## config.mk

```make
export PLATFORM = sky130hd
export DESIGN_NAME = hrd_ctrl
export DESIGN_NICKNAME = d
export VERILOG_FILES = /design/src/design/hrd_pkg.sv /design/src/design/hrd_ctrl.sv
export SDC_FILE = /design/constraint.sdc
export NUM_CORES = 1
export LEC_CHECK = 0
export BUFFER_PORTS_ARGS = -buffer_cell sky130_fd_sc_hd__buf_2
export CAP_MARGIN = 20
export CORE_AREA = 2 2 39 41
export DETAILED_ROUTE_END_ITERATION = 8
export DIE_AREA = 0 0 41 43
export GPL_TIMING_DRIVEN = 0
export PLACE_DENSITY = 0.61
export SYNTH_ARGS = -nofsm -noshare
export SYNTH_HDL_FRONTEND = slang
export SYNTH_SLANG_ARGS = --single-unit
```

## constraint.sdc

```tcl
create_clock -name aclk -period 1.6 [get_ports aclk]
set_clock_uncertainty 0.15 [all_clocks]
set_input_delay 0.32 -clock aclk [delete_from_list [all_inputs] [get_ports aclk]]
set_output_delay 0.32 -clock aclk [all_outputs]
set_load 0.005 [all_outputs]
```

## src/design/hrd_pkg.sv

```systemverilog
// Shared constants, codes and controller/datapath interface types for the repeat detector.
package hrd_pkg;

    localparam int MAX_ENTRIES = 256;
    localparam int HASH_WORDS  = 4;
    localparam int STORE_WORDS = MAX_ENTRIES * HASH_WORDS;
    localparam int ADDR_W      = $clog2(STORE_WORDS);
    localparam int ENT_W       = $clog2(MAX_ENTRIES);
    localparam int CNT_W       = $clog2(MAX_ENTRIES + 1);
    localparam int WPOS_W      = (HASH_WORDS > 1) ? $clog2(HASH_WORDS) : 1;

    localparam int WORD_W      = 64;
    localparam int MODE_W      = 2;
    localparam int STS_W       = 2;
    localparam int COUNT_W     = 9;
    localparam int STEP_W      = 8;
    localparam int OUT_DATA_W  = 40;

    localparam logic [MODE_W-1:0] MODE_RECORD = 2'd0;
    localparam logic [MODE_W-1:0] MODE_DETECT = 2'd1;
    localparam logic [MODE_W-1:0] MODE_CLEAR  = 2'd2;

    localparam logic [STS_W-1:0] STS_STORED  = 2'd0;
    localparam logic [STS_W-1:0] STS_FULL    = 2'd1;
    localparam logic [STS_W-1:0] STS_REPORT  = 2'd2;
    localparam logic [STS_W-1:0] STS_CLEARED = 2'd3;

    typedef struct packed {
        logic             wr_word;
        logic             clear;
        logic             det_start;
        logic             rd_issue;
        logic             fix_hit;
        logic             fix_next;
        logic             cyc_init;
        logic             cyc_hit;
        logic             cyc_next;
        logic             out_load;
        logic [STS_W-1:0] out_kind;
    } ctrl_cmd_t;

    typedef struct packed {
        logic full;
        logic n_lt2;
        logic w_last;
        logic eq_now;
        logic fix_last;
        logic cyc_last;
    } dp_stat_t;

endpackage

```

## src/design/hrd_ctrl.sv

```systemverilog
// Controller: input/output handshake, item decode and pairwise search sequencer.
module hrd_ctrl (
    input  logic                       aclk,
    input  logic                       aresetn,
    input  logic                       s_tvalid,
    output logic                       s_tready,
    input  logic [hrd_pkg::MODE_W-1:0] mode,
    output logic                       m_tvalid,
    input  logic                       m_tready,
    input  hrd_pkg::dp_stat_t          stat,
    output hrd_pkg::ctrl_cmd_t         cmd
);
    import hrd_pkg::*;

    localparam logic [2:0] ST_IDLE    = 3'd0;
    localparam logic [2:0] ST_FIX_RD  = 3'd1;
    localparam logic [2:0] ST_FIX_CHK = 3'd2;
    localparam logic [2:0] ST_CYC_RD  = 3'd3;
    localparam logic [2:0] ST_CYC_CHK = 3'd4;
    localparam logic [2:0] ST_RESP    = 3'd5;

    logic [2:0] state_reg, state_next;
    logic       mvalid_reg, mvalid_next;
    logic       out_free;
    logic       accept;

    assign out_free = !mvalid_reg || m_tready;
    assign s_tready = (state_reg == ST_IDLE) && out_free;
    assign accept   = s_tvalid && s_tready;
    assign m_tvalid = mvalid_reg;

    always_comb begin
        cmd        = '0;
        state_next = state_reg;
        case (state_reg)
            ST_IDLE: begin
                if (accept) begin
                    case (mode)
                        MODE_RECORD: begin
                            cmd.wr_word  = !stat.full;
                            cmd.out_load = 1'b1;
                            cmd.out_kind = stat.full ? STS_FULL : STS_STORED;
                        end
                        MODE_DETECT: begin
                            cmd.det_start = 1'b1;
                            state_next    = stat.n_lt2 ? ST_RESP : ST_FIX_RD;
                        end
                        MODE_CLEAR: begin
                            cmd.clear    = 1'b1;
                            cmd.out_load = 1'b1;
                            cmd.out_kind = STS_CLEARED;
                        end
                        default: ;
                    endcase
                end
            end
            ST_FIX_RD: begin
                cmd.rd_issue = 1'b1;
                if (stat.w_last) begin
                    state_next = ST_FIX_CHK;
                end
            end
            ST_FIX_CHK: begin
                if (stat.eq_now) begin
                    cmd.fix_hit  = 1'b1;
                    cmd.cyc_init = 1'b1;
                    state_next   = ST_CYC_RD;
                end else if (stat.fix_last) begin
                    cmd.cyc_init = 1'b1;
                    state_next   = ST_CYC_RD;
                end else begin
                    cmd.fix_next = 1'b1;
                    state_next   = ST_FIX_RD;
                end
            end
            ST_CYC_RD: begin
                cmd.rd_issue = 1'b1;
                if (stat.w_last) begin
                    state_next = ST_CYC_CHK;
                end
            end
            ST_CYC_CHK: begin
                if (stat.eq_now) begin
                    cmd.cyc_hit = 1'b1;
                    state_next  = ST_RESP;
                end else if (stat.cyc_last) begin
                    state_next = ST_RESP;
                end else begin
                    cmd.cyc_next = 1'b1;
                    state_next   = ST_CYC_RD;
                end
            end
            ST_RESP: begin
                if (out_free) begin
                    cmd.out_load = 1'b1;
                    cmd.out_kind = STS_REPORT;
                    state_next   = ST_IDLE;
                end
            end
            default: state_next = ST_IDLE;
        endcase
    end

    always_comb begin
        mvalid_next = mvalid_reg;
        if (cmd.out_load) begin
            mvalid_next = 1'b1;
        end else if (m_tready) begin
            mvalid_next = 1'b0;
        end
    end

    always_ff @(posedge aclk) begin
        if (!aresetn) begin
            state_reg  <= ST_IDLE;
            mvalid_reg <= 1'b0;
        end else begin
            state_reg  <= state_next;
            mvalid_reg <= mvalid_next;
        end
    end

endmodule

```

==> out/results.ini, run 1 <==
[outcome]
status = complete, but fails checks
violations = setup timing

[min_path]
min_path_type = primary input to flip-flop
hold_end = m_tvalid
min_from = aresetn
worstHoldPathCells = 2

[clock_tree]
cts_sinks = 4
cts-root-buf = clkbuf_4
cts_tree = built
insertion_delay_ns = 0.23
clock_path_buffers = 2
htree_levels = 1
cts_buffers = 3
path_clk_slew_ns = 0.04

[synth]
synth.most_common_cell = nor2_1
synth_common_cells = nor2_1 (10), a21oi_1 (6), and3_1 (4), dfxtp_1 (4), nor3_1 (4)
syn_avg_cell_area_um2 = 6.777
syn_nets = 72
synth_fa_ha_area_share_pct = 0
yosysWarningCount = 0
synth_compound_area_share_pct = 25.23
yosys.area_share.simple_pct = 44.62
ys_async_sr_fraction_pct = 0
synth_area_leaders = dfxtp_1 (20%), nor2_1 (9.2%), a21oi_1 (7.4%)
synth_edf_count = 0
netlist_area_um2 = 406.6
seq_area_frac_synth_pct = 19.69
synth-xor-area-share_pct = 0
synth_top_cell_area_share_pct = 19.69
yosys.area.top_type = dfxtp_1
postSynthRegisterBits = 4
synth_top_family_by_area = simple AND/OR/NAND/NOR gates
synth_cell_types = 28
synth_top_flop_cell = dfxtp_1
muxShareOfSynthArea_pct = 0
syn-instance-count = 60

[place]
post_dp_cell_area_um2 = 559.3
place_hpwl_um = 841.5
dpl_worst_slack_ns = -0.1200
place_congestion = 0.7744
io_buffers = 25

[global_routing]
grtUsageMet1_pct = 16.40
grt_use_met2_pct = 22.81
grt_usage_pct = 13.65
met3_usage_pct = 1.571
grt.busiest_layer = met2
grt_pass1_vias = 434
grt_overflow = 0
antenna_found_initial = 0
grt_max_degree = 11
grt_first_pass_wirelength_um = 1711

[drt]
routed_via_density = 5.086
drt_first_pass_iters = 2
drtIter0Drc = 5
post-route-drc-count = 0
wl_per_cell_um = 11.10
ant_nets = 0
wl_um = 1166
vias = 534

[worst_setup_path]
r2r.worst_path.cells = 5
crit_slowest_cell = or4_4
path_class = flip-flop to output port
cp-start-kind = flip-flop
r2r_end = state_reg[1]
r2r-start = state_reg[2]
end_kind = output port
cp_max_fo = 4
worstPathArrival_ns = 1.45
path_cells = or4_4 -> nor4_2 -> buf_2
cpPeakStageDelay_ns = 0.57
rrSetupSlack_ns = 0.12
required_ns = 1.13

[floorplan]
start_util_pct = 29.39
die-area_um2 = 1763
ios = 26
die_w_um = 41
die_h_um = 43
core_um2 = 1384
rows = 14

[timing]
min_period_ns = 1.915
rsz0062_at_grt = yes
tns_ns = -1.711
relSlewSlack_pct = 79.78
fin_crit_sh_pct = 119.7
hold_ws_ns = 0.1620
worst_slew_pin_slew_ns = 0.3021
final-setup-viol-count = 9
slew_violations = 0
max_freq_ghz = 0.5222
hold_viol_final = 0
finalWorstSetupSlack_ns = -0.3152

[layout]
largest_reg_flops = 3
layout.nets = 103
fin_area_um2 = 600.6
areaGrowthSynthToFinish_pct = 47.69
antennaDiodeCount = 0
drive_gt1_share_pct = 48.31

[job]
cap_violations = 0

[power_and_ir_drop]
leakagePower_nw = 0.3116
irDropWorstVdd_mv = 0.3402
power_density_nw_per_um2 = 705.4

## cells by family (layout without fill, tap and decap cells)
logic type	count (synthesis)	in the layout
simple gates	33	33
compound gates	16	16
buf+inv	7	36
flops	4	4
## worst max-delay path: cells and delay by family (launching register included)
family / cells / cell delay (ns)
DFF: 1 / 0.33
and+or+nand+nor: 2 / 0.73
buffers and inverters: 1 / 0.15
## placed cells by master (no fill, tap or decap), drive strengths merged
cell type	Yosys	final
or2b	1	1
o221a	1	1
o31ai	1	1
buf	4	30
nor2	10	10
nor2b	3	3
o21a	1	1
nor3	4	4
inv	3	3
and2	1	1
o21ai	4	4
nand2	3	3
and3	4	4
a21oi	6	6
nand3	1	1
nand3b	1	1
dfxtp	4	4
nand2b	2	2
or4	1	1
a211oi	2	2
a21boi	1	1
nor4	1	1
clkbuf	0	3
and4bb	1	1
## metal layers
layer  vias to the layer above  part of all wire (%)
met5                         -                     0
met4                         0                     0
met3                         0                   4.0
met2                        12                    52
met1                       250                    44
li1                        272                     -
## worst max-delay path by stage
stage / startpoint / slack [ns] / end
2_1_floorplan: state_reg[0] / -0.006 / cmd[11]
3_3_place_gp: m_tready / -0.10 / cmd[11]
3_5_place_dp: state_reg[2] / -0.12 / cmd[2]
4_1_cts: state_reg[2] / -0.31 / cmd[11]
5_1_grt: state_reg[2] / -0.40 / cmd[11]
6_report: state_reg[2] / -0.32 / cmd[11]
## power breakdown
part,total [mW],internal (mW),switching [mW]
logic,0.179,0.0906,0.0885
registers,0.125,0.111,0.0139
clock network,0.120,0.0836,0.0363
## repair_timing
action	in CTS	in global routing
setup buffers	2	0
pin swaps	1	2
setup endpoints to repair	12	12
hold buffers	0	0
resized for setup	4	3
## stage by stage
step	total power [mW]	util, %	cells
after detailed placement	0.2968	40.42	101
after floorplan	0.2360	-	60
final	0.4236	43.40	105
after global routing	0.4612	43.40	105
after CTS	0.4250	42.77	105
after global placement	0.2937	40.42	101
## final cells by class
cell class                      count  area [um2]
Fill cell                         161       783.3
Multi-Input combinational cell     49       300.3
Timing Repair Buffer               27       140.1
Sequential cell                     4       83.83
Clock buffer                        3       22.52
Buffer                              3       22.52
Tap cell                           16       20.02
Inverter                            3       11.26
(Power assumes the default switching activity.)
==> run 2, diff against run 1 <==
==> constraint.sdc (replaced) <==
create_clock -name aclk -period 1.97 [get_ports aclk]
set_clock_uncertainty 0.15 [all_clocks]
set_input_delay 0.394 -clock aclk [delete_from_list [all_inputs] [get_ports aclk]]
set_output_delay 0.394 -clock aclk [all_outputs]
set_load 0.005 [all_outputs]
==> run 2 against run 1 <==
The run still ends with setup timing left. Sequential share of layout area decreased by 1.2 points. Clock power shrank 17%. Combinational power about the same. Largest power group unchanged. Highest routed layer is now met4.
==> out/results.ini, run 2 (synthesis gave the netlist of run 1 again) <==
[timing]
min_period_ns = 2.048
fin_crit_sh_pct = 104.0
relSlewSlack_pct = 81.76  ; +2.0 points
max_freq_ghz = 0.4883
slew_violations = 0  ; unchanged
hold_viol_final = 0  ; unchanged
tns_ns = -0.1768  ; +1.534 ns
finalWorstSetupSlack_ns = -0.07810  ; +0.2371 ns
worst_slew_pin_slew_ns = 0.2712  ; -0.03087 ns
hold_ws_ns = 0.2348  ; +0.07283 ns
final-setup-viol-count = 4  ; -5
rsz0062_at_grt = yes

[floorplan]
die_h_um = 43  ; unchanged
core_um2 = 1384  ; unchanged
die_w_um = 41  ; unchanged
ios = 26  ; unchanged
die-area_um2 = 1763  ; unchanged
rows = 14  ; unchanged
start_util_pct = 29.39  ; unchanged

[clock_tree]
cts_hold_buf = 0  ; unchanged
cts_tree = built
cts-root-buf = clkbuf_4
insertion_delay_ns = 0.23  ; about the same
path_clk_slew_ns = 0.04  ; about the same
htree_levels = 1  ; unchanged
clock_path_buffers = 2  ; unchanged
cts_buffers = 3  ; unchanged
cts_sinks = 4  ; unchanged

[layout]
layout_common_cells = buf_2 (24), buf_4 (9), nor2_1 (9)
largest_reg_flops = 3  ; unchanged
drive_gt1_share_pct = 50.54  ; +2.2 points
final_common_cell = buf_2
layout.nets = 107  ; +3.9%
antennaDiodeCount = 0  ; unchanged
areaGrowthSynthToFinish_pct = 59.69

[drt]
top_layer = met4
vias = 535  ; +0.19%
ant_nets = 0  ; unchanged
wl_um = 1306  ; +12%
routed_via_density = 4.908  ; -3.5%
wl_met1_um = 551  ; +6.6%
drt_first_pass_iters = 4  ; +2
post-route-drc-count = 0  ; unchanged
wl_met3_um = 73  ; +55%
wl_met2_um = 668  ; +11%
drtIter0Drc = 10  ; +5
wl_per_cell_um = 11.98  ; +7.9%

[global_routing]
grt_first_pass_wirelength_um = 1828  ; +6.8%
grt_usage_pct = 15.56  ; +1.9 points
grt_max_degree = 11  ; unchanged
antenna_found_initial = 0  ; unchanged
grt_overflow = 0  ; unchanged
grt_pass1_vias = 456  ; +5.1%

[place]
io_buffers = 25  ; unchanged
place_hpwl_um = 816.4  ; -3.0%
place_congestion = 0.7861  ; +1.5%

[power_and_ir_drop]
leakagePower_nw = 0.3362  ; +7.9%
irDropWorstVdd_mv = 0.4016  ; +18%
total_power_mw = 0.3743  ; -12%
power_density_nw_per_um2 = 576.4  ; -18%

[min_path]
min_path_type = primary input to flip-flop
worstHoldPathCells = 2  ; unchanged

[worst_setup_path]
cp_max_fo = 7  ; +3
cp-start-kind = flip-flop
r2r.worst_path.cells = 6  ; +1
worstPathArrival_ns = 1.50  ; +0.05 ns
end_kind = output port
path_class = flip-flop to output port
required_ns = 1.43  ; +0.30 ns

[job]
cap_violations = 0  ; unchanged

[outcome]
violations = setup timing
status = complete, but fails checks

## run 2: cell count changes in the layout (fill, tap and decap cells not counted)
cell | previous run | this run
nor3_2 | 0 | 1
buf_6 | 0 | 1
buf_4 | 5 | 9
buf_2 | 25 | 24
a21boi_0 | 0 | 1
a21boi_1 | 1 | 0
nor3_1 | 4 | 3
dfxtp_2 | 3 | 2
nor4_4 | 0 | 1
nor4_2 | 1 | 0
dfxtp_1 | 1 | 2
## run 2: worst paths after layout
path                                   start           end  slack [ns]
worst min register to register  state_reg[0]  state_reg[0]        0.48
worst min-delay path                 aresetn      m_tvalid        0.23
worst max-delay path            state_reg[0]       cmd[10]       -0.08
worst max register to register  state_reg[0]  state_reg[2]        0.41
## run 2: what timing repair did
item	4_1_cts	5_1_grt
pin swaps	2	2
gates resized for setup	9	1
buffers inserted	3	2
endpoints found under the setup margin	5	7
## run 2: final cells by class
type                       instances  area [um2]
buffer                             4       33.78
clock buffer                       3       22.52
fill                             162       734.5
inverter                           3       11.26
multi-input combinational         49       314.1
sequential                         4       82.58
tap                               16       20.02
timing repair buffer              30       165.2
## run 2: power breakdown
part	total (mW)	internal, mW	switching [mW]	leakage, nW
Combinational	0.178	0.0927	0.0852	0.289
Clock	0.100	0.0681	0.0323	0.0138
Sequential	0.0961	0.0895	0.00666	0.0335
## run 2: stage by stage
stage / util [%] / worst slack [ns] / std cells / cell area (um2)
6_report: 46.93 / -0.07810 / 109 / 649.4
2_1_floorplan: - / 0.2739 / 60 / 406.6
5_1_grt: 46.93 / -0.1261 / 109 / 649.4
4_1_cts: 45.21 / -0.09555 / 107 / 625.6
3_5_place_dp: 39.87 / 0.01986 / 101 / 551.8
3_3_place_gp: 39.87 / 0.02194 / 101 / 551.8
## run 2: worst max-delay path: stages (launching register included)
cell,delay (ns)
dfxtp_1,0.30
buf_6,0.12
or4_4,0.52
inv_2,0.07
and3_1,0.15
buf_2,0.11
## run 2: metal layers
metal / global-route usage, % / vias to the layer above
met2: 24.69 / 17
met5: 0 / -
met1: 17.68 / 238
met3: 3.141 / 2
li1: - / 278
met4: 10.00 / 0
